$ cat src/hdl/tbwc_pkg.sv
`timescale 1ns / 1ps
// ----------------------------------------------------------------------------
// tbwc_pkg: shared types for the time bucket window counter
// Item and result structs, field widths and the count ceiling.
// ----------------------------------------------------------------------------
package tbwc_pkg;

	localparam int BUCKET_W = 32;
	localparam int COUNT_W  = 16;
	localparam logic [COUNT_W-1:0] COUNT_MAX = {COUNT_W{1'b1}};

	typedef struct packed {
		logic [BUCKET_W-1:0] current_bucket;
		logic [COUNT_W-1:0]  detections;
	} tbwc_in_t;

	typedef struct packed {
		logic [COUNT_W-1:0] window_total;
		logic               expired_any;
	} tbwc_out_t;

endpackage

$ cat src/hdl/time_bucket_window_counter.sv
`timescale 1ns / 1ps
// ----------------------------------------------------------------------------
// time_bucket_window_counter: sliding window bucketed event counter
// Keeps SLOTS bucket slots, expires stale ones, adds detections, reports total.
// ----------------------------------------------------------------------------
// An item is accepted when start is high and busy is low. The block then
// walks the slot RAM one slot per cycle: expiry, hit search, first empty slot,
// oldest slot and the running total are all gathered in that single pass,
// after which the FIN state writes the updated slot when detections are
// nonzero. done is registered in FIN and stays high for exactly one cycle;
// the result is taken at the edge that ends it, and the receiver cannot stall
// it. A new item may be accepted at that same edge, but not while busy, so
// the block takes no new item until the current one is through: the slot
// pass, the slot RAM read and the FIN write all lie between two items.
module time_bucket_window_counter #(
	parameter int SLOTS = 8
) (
	input  logic               clk,
	input  logic               arst_n,
	input  logic               start,
	output logic               busy,
	input  tbwc_pkg::tbwc_in_t request,
	output logic               done,
	output tbwc_pkg::tbwc_out_t result
);
	import tbwc_pkg::*;

	localparam int IW = $clog2(SLOTS);
	localparam int SW = COUNT_W + IW + 1;
	localparam int EW = BUCKET_W + COUNT_W;

	localparam logic [1:0] ST_IDLE = 2'd0;
	localparam logic [1:0] ST_SCAN = 2'd1;
	localparam logic [1:0] ST_FIN  = 2'd2;

	localparam logic [IW-1:0]       LAST_IDX = IW'(SLOTS - 1);
	localparam logic [BUCKET_W-1:0] SPAN     = BUCKET_W'(SLOTS - 1);

	logic [1:0]          state_q;
	logic [BUCKET_W-1:0] now_q, lo_q;
	logic [COUNT_W-1:0]  det_q;
	logic [SLOTS-1:0]    valid_q;
	logic [IW-1:0]       rd_idx_q;
	logic                issued_q;
	logic                rv_s1;
	logic [IW-1:0]       ix_s1;

	logic                exp_any_q;
	logic [SW-1:0]       sum_q;
	logic                hit_q, empty_q, old_q;
	logic [IW-1:0]       hit_idx_q, empty_idx_q, old_idx_q;
	logic [COUNT_W-1:0]  hit_cnt_q, old_cnt_q;
	logic [BUCKET_W-1:0] old_b_q;

	logic                rd_en;
	logic [EW-1:0]       rd_data;
	logic [BUCKET_W-1:0] rd_b;
	logic [COUNT_W-1:0]  rd_c;
	logic                cur_vld, cur_exp;

	logic                wr_en;
	logic [IW-1:0]       tgt_idx;
	logic [COUNT_W-1:0]  base_cnt, sub_cnt, new_cnt;
	logic [COUNT_W:0]    add_cnt;
	logic [SW-1:0]       tot_raw;
	logic [COUNT_W-1:0]  tot_sat;

	assign busy  = (state_q != ST_IDLE);
	assign rd_en = (state_q == ST_SCAN) && !issued_q;

	assign rd_b    = rd_data[EW-1:COUNT_W];
	assign rd_c    = rd_data[COUNT_W-1:0];
	assign cur_vld = valid_q[ix_s1];
	assign cur_exp = cur_vld && ((rd_b < lo_q) || (rd_b > now_q));

	always_comb begin
		priority if (hit_q) begin
			tgt_idx  = hit_idx_q;
			base_cnt = hit_cnt_q;
			sub_cnt  = hit_cnt_q;
		end else if (empty_q) begin
			tgt_idx  = empty_idx_q;
			base_cnt = '0;
			sub_cnt  = '0;
		end else begin
			tgt_idx  = old_idx_q;
			base_cnt = '0;
			sub_cnt  = old_cnt_q;
		end
		add_cnt = {1'b0, base_cnt} + {1'b0, det_q};
		new_cnt = add_cnt[COUNT_W] ? COUNT_MAX : add_cnt[COUNT_W-1:0];
		wr_en   = (state_q == ST_FIN) && (det_q != '0);
		if (det_q != '0) begin
			tot_raw = sum_q - SW'(sub_cnt) + SW'(new_cnt);
		end else begin
			tot_raw = sum_q;
		end
		tot_sat = (tot_raw > SW'(COUNT_MAX)) ? COUNT_MAX : tot_raw[COUNT_W-1:0];
	end

	tbwc_ram #(
		.WIDTH(EW),
		.DEPTH(SLOTS)
	) u_slot_ram (
		.clk     (clk),
		.wr_en   (wr_en),
		.wr_addr (tgt_idx),
		.wr_data ({now_q, new_cnt}),
		.rd_en   (rd_en),
		.rd_addr (rd_idx_q),
		.rd_data (rd_data)
	);

	always_ff @(posedge clk or negedge arst_n) begin
		if (!arst_n) begin
			state_q   <= ST_IDLE;
			valid_q   <= '0;
			rd_idx_q  <= '0;
			issued_q  <= 1'b0;
			rv_s1     <= 1'b0;
			done      <= 1'b0;
			exp_any_q <= 1'b0;
			hit_q     <= 1'b0;
			empty_q   <= 1'b0;
			old_q     <= 1'b0;
		end else begin
			done  <= 1'b0;
			rv_s1 <= rd_en;
			unique case (state_q)
				ST_IDLE: begin
					if (start) begin
						state_q   <= ST_SCAN;
						rd_idx_q  <= '0;
						issued_q  <= 1'b0;
						exp_any_q <= 1'b0;
						hit_q     <= 1'b0;
						empty_q   <= 1'b0;
						old_q     <= 1'b0;
					end
				end
				ST_SCAN: begin
					if (rd_en) begin
						if (rd_idx_q == LAST_IDX) begin
							issued_q <= 1'b1;
						end else begin
							rd_idx_q <= rd_idx_q + 1'b1;
						end
					end
					if (rv_s1) begin
						if (cur_exp) begin
							valid_q[ix_s1] <= 1'b0;
							exp_any_q      <= 1'b1;
						end
						if (cur_vld && !cur_exp) begin
							if (!hit_q && (rd_b == now_q)) begin
								hit_q <= 1'b1;
							end
							if (!old_q || (rd_b < old_b_q)) begin
								old_q <= 1'b1;
							end
						end else if (!empty_q) begin
							empty_q <= 1'b1;
						end
						if (ix_s1 == LAST_IDX) begin
							state_q <= ST_FIN;
						end
					end
				end
				ST_FIN: begin
					if (det_q != '0) begin
						valid_q[tgt_idx] <= 1'b1;
					end
					done    <= 1'b1;
					state_q <= ST_IDLE;
				end
				default: begin
					state_q <= ST_IDLE;
				end
			endcase
		end
	end

	// datapath registers, no reset needed
	always_ff @(posedge clk) begin
		ix_s1 <= rd_idx_q;
		if (state_q == ST_IDLE && start) begin
			now_q <= request.current_bucket;
			det_q <= request.detections;
			lo_q  <= (request.current_bucket >= SPAN) ? request.current_bucket - SPAN : '0;
			sum_q <= '0;
		end
		if (state_q == ST_SCAN && rv_s1 && cur_vld && !cur_exp) begin
			sum_q <= sum_q + SW'(rd_c);
			if (!hit_q && (rd_b == now_q)) begin
				hit_idx_q <= ix_s1;
				hit_cnt_q <= rd_c;
			end
			if (!old_q || (rd_b < old_b_q)) begin
				old_idx_q <= ix_s1;
				old_cnt_q <= rd_c;
				old_b_q   <= rd_b;
			end
		end
		if (state_q == ST_SCAN && rv_s1 && !(cur_vld && !cur_exp) && !empty_q) begin
			empty_idx_q <= ix_s1;
		end
		if (state_q == ST_FIN) begin
			result.window_total <= tot_sat;
			result.expired_any  <= exp_any_q;
		end
	end

endmodule

$ cat src/hdl/tbwc_ram.sv
`timescale 1ns / 1ps
// ----------------------------------------------------------------------------
// tbwc_ram: generic single-write, single-read RAM
// One write port, one read port with registered read data.
// ----------------------------------------------------------------------------
module tbwc_ram #(
	parameter int WIDTH = 48,
	parameter int DEPTH = 8
) (
	input  logic                     clk,
	input  logic                     wr_en,
	input  logic [$clog2(DEPTH)-1:0] wr_addr,
	input  logic [WIDTH-1:0]         wr_data,
	input  logic                     rd_en,
	input  logic [$clog2(DEPTH)-1:0] rd_addr,
	output logic [WIDTH-1:0]         rd_data
);

	logic [WIDTH-1:0] mem_q [DEPTH];

	always_ff @(posedge clk) begin
		if (wr_en) begin
			mem_q[wr_addr] <= wr_data;
		end
		if (rd_en) begin
			rd_data <= mem_q[rd_addr];
		end
	end

endmodule

$ cat config.mk
export PLATFORM = sky130hd
export DESIGN_NAME = time_bucket_window_counter
export DESIGN_NICKNAME = d
export VERILOG_FILES = /design/src/hdl/tbwc_pkg.sv /design/src/hdl/time_bucket_window_counter.sv /design/src/hdl/tbwc_ram.sv
export SDC_FILE = /design/constraint.sdc
export NUM_CORES = 1
export LEC_CHECK = 0
export BUFFER_PORTS_ARGS = -buffer_cell sky130_fd_sc_hd__buf_4
export CAP_MARGIN = 25
export CORE_MARGIN = 2
export CORE_UTILIZATION = 55
export CTS_CLUSTER_SIZE = 20
export DETAILED_ROUTE_END_ITERATION = 12
export PLACE_DENSITY_LB_ADDON = 0.08
export SLEW_MARGIN = 10
export SYNTH_ARGS = -nofsm -noshare
export SYNTH_HDL_FRONTEND = slang
export SYNTH_SLANG_ARGS = --single-unit
$ cat constraint.sdc
create_clock -name clk -period 7.54 [get_ports clk]
set_input_delay 0.754 -clock clk [delete_from_list [all_inputs] [get_ports clk]]
set_output_delay 0.754 -clock clk [all_outputs]
set_load 0.02 [all_outputs]
==> results.cfg, run 1 <==
[place]
dp.cells = 2601
hpwlAfterDp_mm = 40.1
portBuffers = 69
place_congestion = 0.916

[timing]
fin_hold_ws_ns = 0.0520
max_freq_ghz = 0.150
fin_crit_sh = 0.885
slew_headroom = 0.376
setup_tns_ns = 0
drv_slew = 0
min_period_ns = 6.67
hold_violations = 0
worst_pin_slew_ns = 0.934
fin_skew_ns = 0.0238
rsz0062_at_grt = false
setup-violations-final = 0

[routing]
wl_per_cell_um = 22.7
drtAntennaViolNets = 0
drc = 0
drt_iter0_markers = 1087
finalWirelength_mm = 61.9
firstDrtPassIters = 8
vias = 16100
viasPerCell = 5.88

[synth]
synthAdderAreaFrac = 0.0771
syn_inst = 1861
synth_ff_type = edfxtp_1
syn-cell-area_um2 = 29200
synth_top_family_by_area = multiplexers
avgSynthCellArea_um2 = 15.7
synthSimpleGateAreaFrac = 0.0636
synth_xor_area_frac = 0.0180
synth_compound_area_frac = 0.0604
seq_area_frac_synth = 0.659
synth_warnings = 0
ys_seq_elements = 645
synth-edff-count = 622
synth-async-reset-ratio = 0.0310
syn_nets = 2081
ys_types = 62
muxShareOfSynthArea = 0.0973

[outcome]
status = finished, final reports clean

[final_layout]
final_cell_mix = edfxtp_1, ha_1, inv_1, nor2_1, buf_4
regArea_um2 = 19200
mostFrequentLayoutCell = edfxtp_1
n_fill_cell = 3745
fin_nets = 2209
syn2layout_area_growth_pct = 13.5
final_cells = 2731
multi_input_area_um2 = 9320
antenna_cells = 0
drive_gt1_frac = 0.187

[min_path]
hold_class = in2async

[cts]
cts_tree = done
cts_buffers = 69
ctsHtreeMaxLevel = 3
clockRootBuffer = clkbuf_16
cts-resized-gates = 0
clock_latency_ns = 0.60
cts.sinks = 645
clkTransAtPathRegs_ns = 0.06
ctsLongestPathBuffers = 3
cts_setup_buffers = 0
ctsHoldBuffers = 0

[die]
num_rows = 84
dieArea_um2 = 54900
die_w_um = 234
core_um2 = 52600
fp.dieH_um = 234
io_pins = 70
initial_core_util = 0.555

[setup_path]
crit_arrival_ns = 6.97
reg2reg_from = hit_q$_DFFE_PN0P_
crit_type = reg2reg
worst-endpoint-required_ns = 7.84
crit_start = hit_q$_DFFE_PN0P_
setup.worst_path.end = result[5]$_SDFFCE_PN1P_
cp-end-kind = register
crit_path_max_fanout = 16
r2r-end = result[5]$_SDFFCE_PN1P_
startpoint_type = register
reg2reg_slack_ns = 0.87
r2r_cells = 23

[global_routing]
grt_pass1_vias = 16300
grt_overflow = 0
track_usage = 0.233
grt_first_pass_wirelength_mm = 95.0
grt_max_degree = 69
antenna_found_initial = 0

[power]
p_leak_nw = 12.1
comb_power_share = 0.305
p_sw_mw = 3.74
vdd_ir_drop_max_mv = 0.230
power_switching_share = 0.313
pwr-share-seq = 0.409
clockPowerShare = 0.286
internal-power_mw = 8.21
power.density_nw_per_um2 = 361

[job]
timing.max_cap.violations = 0
## how the worst min path moves through the flow
| stage | startpoint | endpoint | cells past startpoint |
|---|---|---|---|
| 6_report | arst_n | hit_q$_DFFE_PN0P_ | 1 |
| 5_1_grt | arst_n | hit_q$_DFFE_PN0P_ | 1 |
| 4_1_cts | arst_n | rd_idx_q[1]$_DFFE_PN0P_ | 1 |
| 3_5_place_dp | state_q[1]$_DFFE_PN0P_ | state_q[0]$_DFFE_PN0P_ | 1 |
| 3_3_place_gp | state_q[1]$_DFFE_PN0P_ | state_q[0]$_DFFE_PN0P_ | 1 |
| 2_1_floorplan | rd_idx_q[1]$_DFFE_PN0P_ | ix_s1[1]$_DFF_P_ | 0 |
## power groups by stage
| stage | sequential, mW | clock (mW) | combinational (mW) |
|---|---|---|---|
| 6_report | 4.88 | 3.42 | 3.65 |
| 5_1_grt | 4.93 | 3.63 | 4.05 |
| 3_5_place_dp | 4.96 | 0 | 3.61 |
| 3_3_place_gp | 4.96 | 0 | 3.53 |
| 2_1_floorplan | 4.70 | 0 | 2.84 |
| 4_1_cts | 4.89 | 3.48 | 3.64 |
## layer usage
layer  track usage  up-vias  wire, um
met5             0        -         0
met4        0.0831        0      1910
met3        0.0359      120      2900
met2         0.386      443     30200
met1         0.317     8076     27000
li1              -     7428         -
## per-stage QoR
stage               area, um2   util  total power [mW]  setup slack, ns
detailed placement      30700  0.585              8.57            0.910
global placement        30700  0.584              8.49             1.05
global route            33100  0.630              12.6            0.369
floorplan               29200      -              7.54             1.19
CTS                     33000  0.628              12.0            0.871
finish                  33100  0.630              11.9            0.868
## final cells by class
class / instances / share of cell area
sequential: 645 / 0.581
multi-input combinational: 1030 / 0.281
clock buffer: 88 / 0.0572
timing repair buffer: 104 / 0.0261
tap: 688 / 0.0260
inverter: 139 / 0.0158
clock inverter: 37 / 0.0124
## cells in the mapped netlist (4+ instances only)
cell / number / share of area
ha_1: 151 / 0.065
nor3b_1: 5 / 0.0013
xor2_1: 29 / 0.0087
o21ai_0: 39 / 0.0067
a31oi_1: 13 / 0.0028
nor2_1: 111 / 0.014
mux2i_1: 9 / 0.0031
a211oi_1: 8 / 0.0021
nor4_1: 11 / 0.0024
buf_1: 12 / 0.0015
edfxtp_1: 622 / 0.64
nor3_1: 26 / 0.0045
o211ai_1: 12 / 0.0031
a21o_1: 58 / 0.015
buf_2: 4 / 0.00069
mux2_2: 52 / 0.020
nor2b_1: 19 / 0.0041
and3_1: 8 / 0.0017
or3_1: 9 / 0.0019
clkbuf_1: 31 / 0.0040
xnor2_1: 31 / 0.0093
inv_1: 139 / 0.018
o21bai_1: 8 / 0.0021
o2111ai_1: 5 / 0.0015
nand3_1: 26 / 0.0045
and2_1: 20 / 0.0043
a21oi_1: 78 / 0.013
nand2b_1: 16 / 0.0034
or2_2: 7 / 0.0015
o21a_1: 9 / 0.0023
mux4_2: 96 / 0.074
a22oi_1: 4 / 0.0010
o31ai_1: 5 / 0.0013
nand4_1: 17 / 0.0036
a211o_1: 4 / 0.0012
fa_1: 18 / 0.012
dfrtp_1: 20 / 0.017
o22ai_1: 4 / 0.00086
nand2_1: 83 / 0.011
## cell families after synthesis
| family | after synthesis |
|---|---|
| flip-flops | 645 |
| AND/OR/NAND/NOR | 373 |
| AO/OA/AOI/OAI | 271 |
| buffers and inverters | 186 |
| adder cells (fa/ha/maj) | 169 |
| multiplexers | 157 |
| XOR/XNOR | 60 |
## critical path: stages (launching register included)
cell and delay (ns):
dfrtp_1 0.38, and2_1 0.16, ha_1 0.21, fa_1 0.41, a21o_1 0.19, a21oi_1 0.25, o21ai_0 0.13, a21o_1 0.22
a31o_2 0.28, a31oi_1 0.34, o21a_1 0.33, buf_4 0.23, nand2_1 0.22, fa_1 0.52, ha_1 0.33, o21ai_0 0.15
nor3_1 0.28, a211oi_1 0.14, nor3_1 0.59, mux2i_1 0.27, nand4_1 0.13, o31ai_2 0.19, buf_4 0.25, o311ai_0 0.16
## registers in the layout, summed over array words and instances (netlist names), 17 cells and up
signal and flops:
result 17, old_b_q 32, u_slot_ram.rd_data 48, now_q 32
lo_q 32, u_slot_ram.mem_q 384, sum_q 20
(Power assumes the default switching activity.)
==> inputs of run 2 (changes only) <==
CORE_ASPECT_RATIO = 2   (was not set)
==> run 2 against run 1 <==
  * First-iteration DRC count decreased by 9.8%
  * Global-route usage increased by 0.65 points
  * Critical path depth decreased by 1
  * Die area increased by 0.20%
  * Register-to-register slack got worse by 0.30 ns
  * Fmax decreased by 4.3%
  * Sequential cell count unchanged
==> results.cfg, run 2 (synthesis gave the netlist of run 1 again) <==
[outcome]
status = finished, final reports clean

[final_layout]
fin_nets = 2189
final_cell_mix = edfxtp_1, ha_1, inv_1, nor2_1, mux4_2
stdcell_area_um2 = 32500
drive_gt1_frac = 0.179
mostFrequentLayoutCell = edfxtp_1
largest_reg_flops = 384
regMostFlops = u_slot_ram.mem_q
n_fill_cell = 3897
antenna_cells = 0
final_cells = 2678
syn2layout_area_growth_pct = 11.4
final_core_util = 0.618
reg_top3 = u_slot_ram.mem_q (384), u_slot_ram.rd_data (48)

[setup_path]
worst-endpoint-required_ns = 7.86
r2r_cells = 22
cp-end-kind = register
crit_start = hit_cnt_q[0]$_DFFE_PP_
crit_path_max_fanout = 16
startpoint_type = register
reg2reg_slack_ns = 0.57
crit_cells = 22
crit_family = compound AO/OA/AOI/OAI gates
crit_arrival_ns = 7.29
slowest_stage = fa_1
crit_type = reg2reg
reg2reg_from = hit_cnt_q[0]$_DFFE_PP_
path_buf_inv = 1
path_cells = and2_1 -> ha_1 -> fa_1 -> a21o_1 -> a21oi_1 -> o21ai_0 -> a21o_1 -> a31o_2 -> a31oi_1 -> o21a_1 -> o2111ai_1 -> fa_1 -> ha_1 -> a21oi_1 -> o2111ai_1 -> a211oi_1 -> nor3_1 -> mux2i_1 -> nand4_1 -> o31ai_2 -> buf_4 -> o311ai_0
max_stage_delay_ns = 0.63

[cts]
cts_tree = done
ctsHoldBuffers = 0
clkTransAtPathRegs_ns = 0.07
ctsHtreeMaxLevel = 2
cts_setup_buffers = 0
ctsLongestPathBuffers = 3
clockRootBuffer = clkbuf_16
cts-resized-gates = 0
cts_buffers = 56
cts.sinks = 645
clock_latency_ns = 0.61

[place]
dp.cells = 2574
placed_area_um2 = 30700
portBuffers = 69
dp_slack_ns = 0.574
place_congestion = 0.924
hpwlAfterDp_mm = 41.9

[global_routing]
grt_overflow = 0
grt_max_degree = 72
grt_first_pass_wirelength_mm = 99.3
grt_pass1_vias = 17100
antenna_found_initial = 0
track_usage = 0.240

[die]
initial_core_util = 0.555
die_w_um = 167
num_rows = 119
dieArea_um2 = 55000
io_pins = 70
core_um2 = 52600
fp.dieH_um = 330

[timing]
min_period_ns = 6.97
fin_skew_ns = 0.0219
max_freq_ghz = 0.143
slew_headroom = 0.288
setup_tns_ns = 0
rsz0062_at_grt = false
fin_crit_sh = 0.925
drv_slew = 0
setup-violations-final = 0
fin_hold_ws_ns = 0.0397
hold_violations = 0
worst_slack_ns = 0.568
worst_pin_slew_ns = 1.06

[routing]
drt_iter0_markers = 981
viasPerCell = 6.03
wl_per_cell_um = 24.2
firstDrtPassIters = 4
vias = 16200
drtAntennaViolNets = 0
finalWirelength_mm = 64.9
drc = 0

[job]
timing.max_cap.violations = 0

[power]
p_leak_nw = 11.8
power.density_nw_per_um2 = 351
vdd_ir_drop_max_mv = 0.400
power_mw = 11.4

[min_path]
hold_class = in2async
[run 2: cell type report]
cell class | count | area (um2) | area share
flip-flops and latches | 645 | 19200 | 0.592
multi-input cells | 1030 | 9320 | 0.287
clock buffers | 69 | 1470 | 0.0453
well taps | 665 | 832 | 0.0256
repair buffers | 97 | 766 | 0.0236
inverters | 139 | 523 | 0.0161
clock inverters | 33 | 334 | 0.0103
[run 2: path summary, 6_finish.rpt]
check                                           to
hold / removal              valid_q[0]$_DFFE_PN0P_
setup reg to reg           result[4]$_SDFFCE_PN1P_
hold reg to reg             state_q[0]$_DFFE_PN0P_
min in group clk               det_q[10]$_DFFE_PP_
setup / recovery           result[4]$_SDFFCE_PN1P_
max in group asynchronous  rd_idx_q[0]$_DFFE_PN0P_
[run 2: worst reg2reg max path: cells and delay by family, from the launching register on]
family / cells / cell delay, ns
mux: 1 / 0.26
simple gates: 3 / 0.86
compound gates: 13 / 3.31
fa+ha+maj: 4 / 1.66
flops: 1 / 0.36
buf+inv: 1 / 0.26
[run 2: report_power, final]
group          internal [mW]  switching, mW  total (mW)
clock network           1.59           1.27        2.87
registers               4.47          0.414        4.88
logic                   1.66           1.98        3.65
total                   7.72           3.67        11.4
[run 2: layer usage]
metal | track usage | wire, um | vias to the layer above
met2 | 0.465 | 36200 | 380
li1 | - | - | 7357
met4 | 0.0948 | 2490 | 0
met5 | 0 | 0 | -
met1 | 0.267 | 24000 | 8289
met3 | 0.0256 | 2230 | 130
==> inputs of run 3 (changes only) <==
SYNTH_HIERARCHICAL = 1   (was not set)
==> run 3 against run 2 <==
  * Via count is 0.93% higher
  * Global-route usage increased by 0.52 points
  * Highest routed layer is now met5
  * Synthesized area is 1.5% higher
  * Register-to-register slack improved by 0.07 ns
  * Routed wire length up 3.5%
  * Largest power group unchanged
  * Sequential power fell by 2%
  * Power is 4.0% lower
  * Largest cell class unchanged
  * Clock-buffer cell count is 1 lower
  * Critical path depth is the same
  * Clock power decreased by 4%
  * Critical endpoint is now result[12]$_SDFFCE_PN1P_
  * Clock skew is 0.0010 ns lower
==> results.cfg, run 3 <==
[timing]
rsz0062_at_grt = false
drv_slew = 0
setup_tns_ns = 0
setup-violations-final = 0
slew_headroom = 0.308
min_period_ns = 6.90
hold_violations = 0
fin_crit_sh = 0.916
fin_skew_ns = 0.0209
max_freq_ghz = 0.145
worst_pin_slew_ns = 1.03

[setup_path]
max_stage_delay_ns = 0.64
startpoint_type = register
crit_path_max_fanout = 26
crit_family = compound AO/OA/AOI/OAI gates
worst-endpoint-required_ns = 7.87
crit_cells = 22
reg2reg_from = hit_q$_DFFE_PN0P_
r2r_cells = 22
path_buf_inv = 1
path_cells = and2_1 -> ha_1 -> fa_1 -> a21o_1 -> a21oi_1 -> o21a_1 -> o211a_1 -> o31ai_1 -> nand3_1 -> nand2_1 -> nor2_1 -> fa_1 -> inv_1 -> ha_1 -> a211oi_1 -> nor3_1 -> o32ai_2 -> o21ai_1 -> and3b_1 -> or4_1 -> o21ai_1 -> nand4b_1
crit_start = hit_q$_DFFE_PN0P_
slowest_stage = dfrtp_2
crit_type = reg2reg
crit_arrival_ns = 7.24
cp-end-kind = register

[final_layout]
regMostFlops = u_slot_ram/mem_q
mostFrequentLayoutCell = edfxtp_1
syn2layout_area_growth_pct = 10.5
n_fill_cell = 3935
largest_reg_flops = 384
stdcell_area_um2 = 32700
antenna_cells = 0
drive_gt1_frac = 0.180
fin_nets = 2209
final_cell_mix = edfxtp_1, ha_1, inv_1, nor2_1, mux4_2
reg_top3 = u_slot_ram/mem_q (384), u_slot_ram/rd_data (48)

[cts]
ctsLongestPathBuffers = 3
ctsHtreeMaxLevel = 2
cts_buffers = 56
cts_setup_buffers = 0
clockRootBuffer = clkbuf_16
clkTransAtPathRegs_ns = 0.08
cts_tree = done
cts.sinks = 645
clock_latency_ns = 0.60

[synth]
synthTopCellsByCount = edfxtp_1, ha_1, inv_1
yosysMostFrequentCell = edfxtp_1
synth-edff-count = 622
syn_inst = 1877
avgSynthCellArea_um2 = 15.8
syn-cell-area_um2 = 29600
ys_types = 80
seq_area_frac_synth = 0.650
synth_largest_area_cell = edfxtp_1
synth_warnings = 6
synth_top_area_share = 0.631
synth-async-reset-ratio = 0.0310
ys_seq_elements = 645
synth.area.top_cells = edfxtp_1, mux4_2, ha_1
syn_nets = 2097
synth_ff_type = edfxtp_1

[place]
hpwlAfterDp_mm = 44.3
placed_area_um2 = 31000
portBuffers = 69
place_congestion = 0.903

[routing]
vias = 16300
wl_per_cell_um = 24.8
viasPerCell = 6.03
firstDrtPassIters = 5
drtAntennaViolNets = 0
drt_iter0_markers = 1036
drc = 0
finalWirelength_mm = 67.2

[power]
power.density_nw_per_um2 = 334
p_leak_nw = 11.8
vdd_ir_drop_max_mv = 0.329

[die]
num_rows = 120
core_um2 = 53500
initial_core_util = 0.554
fp.dieH_um = 332
dieArea_um2 = 55800
die_w_um = 168
io_pins = 70

[global_routing]
grt_pass1_vias = 17100
track_usage = 0.245
grt_first_pass_wirelength_mm = 101
grt_max_degree = 100
grt_overflow = 0
antenna_found_initial = 1

[min_path]
hold_class = in2async

[job]
timing.max_cap.violations = 0

[outcome]
status = finished, final reports clean
## run 3: cell types whose count changed after synthesis, moves of 12 or more
cell | previous run | this run
mux2_2 | 52 | 10
a21o_1 | 58 | 37
xor2_1 | 29 | 13
xnor2_1 | 31 | 44
mux2_4 | 0 | 41
buf_2 | 4 | 16
o21ai_0 | 39 | 56
nand2_1 | 83 | 70
## run 3: area by class of cell
class | instances | area, um2 | area share
sequential | 645 | 19300 | 0.588
timing repair buffer | 101 | 766 | 0.0234
clock buffer | 68 | 1470 | 0.0448
multi-input combinational | 1041 | 9610 | 0.294
clock inverter | 34 | 264 | 0.00806
tap | 671 | 840 | 0.0256
inverter | 144 | 542 | 0.0165
## run 3: timing repair
| action | CTS | global route |
|---|---|---|
| endpoints found under the setup margin | 0 | 12 |
| hold buffers | 0 | 0 |
| gates resized for setup | 0 | 2 |
## run 3: worst paths after layout
check | end | slack [ns]
max in group asynchronous | hit_q$_DFFE_PN0P_ | 7.20
hold reg to reg | state_q[0]$_DFFE_PN0P_ | 0.47
hold / removal | state_q[0]$_DFFE_PN0P_ | 0.06
setup reg to reg | result[12]$_SDFFCE_PN1P_ | 0.64
setup / recovery | result[12]$_SDFFCE_PN1P_ | 0.64
min in group clk | det_q[13]$_DFFE_PP_ | 0.32
## run 3: cells by family after synthesis
group	Yosys count	share of synthesized area
flops	645	0.650
mux	153	0.100
compound gates	295	0.0650
simple gates	367	0.0637
buf+inv	191	0.0286
xor+xnor	57	0.0169
fa+ha+maj	169	0.0760
## run 3: where the power goes
group / switching (mW) / internal [mW] / leakage (nW)
Clock: 1.25 / 1.49 / 0.840
Sequential: 0.369 / 4.43 / 5.92
Combinational: 1.84 / 1.56 / 5.07
## run 3: worst register-to-register path: stages, from the launching register on
cell and delay [ns]:
dfrtp_2 0.64, and2_1 0.23, ha_1 0.19, fa_1 0.22
a21o_1 0.12, a21oi_1 0.12, o21a_1 0.23, o211a_1 0.25
o31ai_1 0.40, nand3_1 0.31, nand2_1 0.29, nor2_1 0.10
fa_1 0.56, inv_1 0.06, ha_1 0.31, a211oi_1 0.31
nor3_1 0.15, o32ai_2 0.62, o21ai_1 0.17, and3b_1 0.20
or4_1 0.59, o21ai_1 0.42, nand4b_1 0.15
## run 3: through the flow
step	std cells	util	power (mW)	setup slack, ns	hold WS (ns)
after floorplan	1877	-	7.30	1.66	0.392
after global placement	2595	0.579	8.20	0.465	0.447
after detailed placement	2597	0.580	8.28	0.293	0.450
after CTS	2699	0.612	11.0	0.274	0.0307
after global routing	2704	0.613	11.5	0.253	0.0512
final	2704	0.613	10.9	0.636	0.0605
## run 3: routing by layer
metal | global-route usage | wire length [um]
met1 | 0.265 | 24000
met2 | 0.476 | 37700
met3 | 0.0256 | 2270
met4 | 0.109 | 3260
met5 | 0 | 14
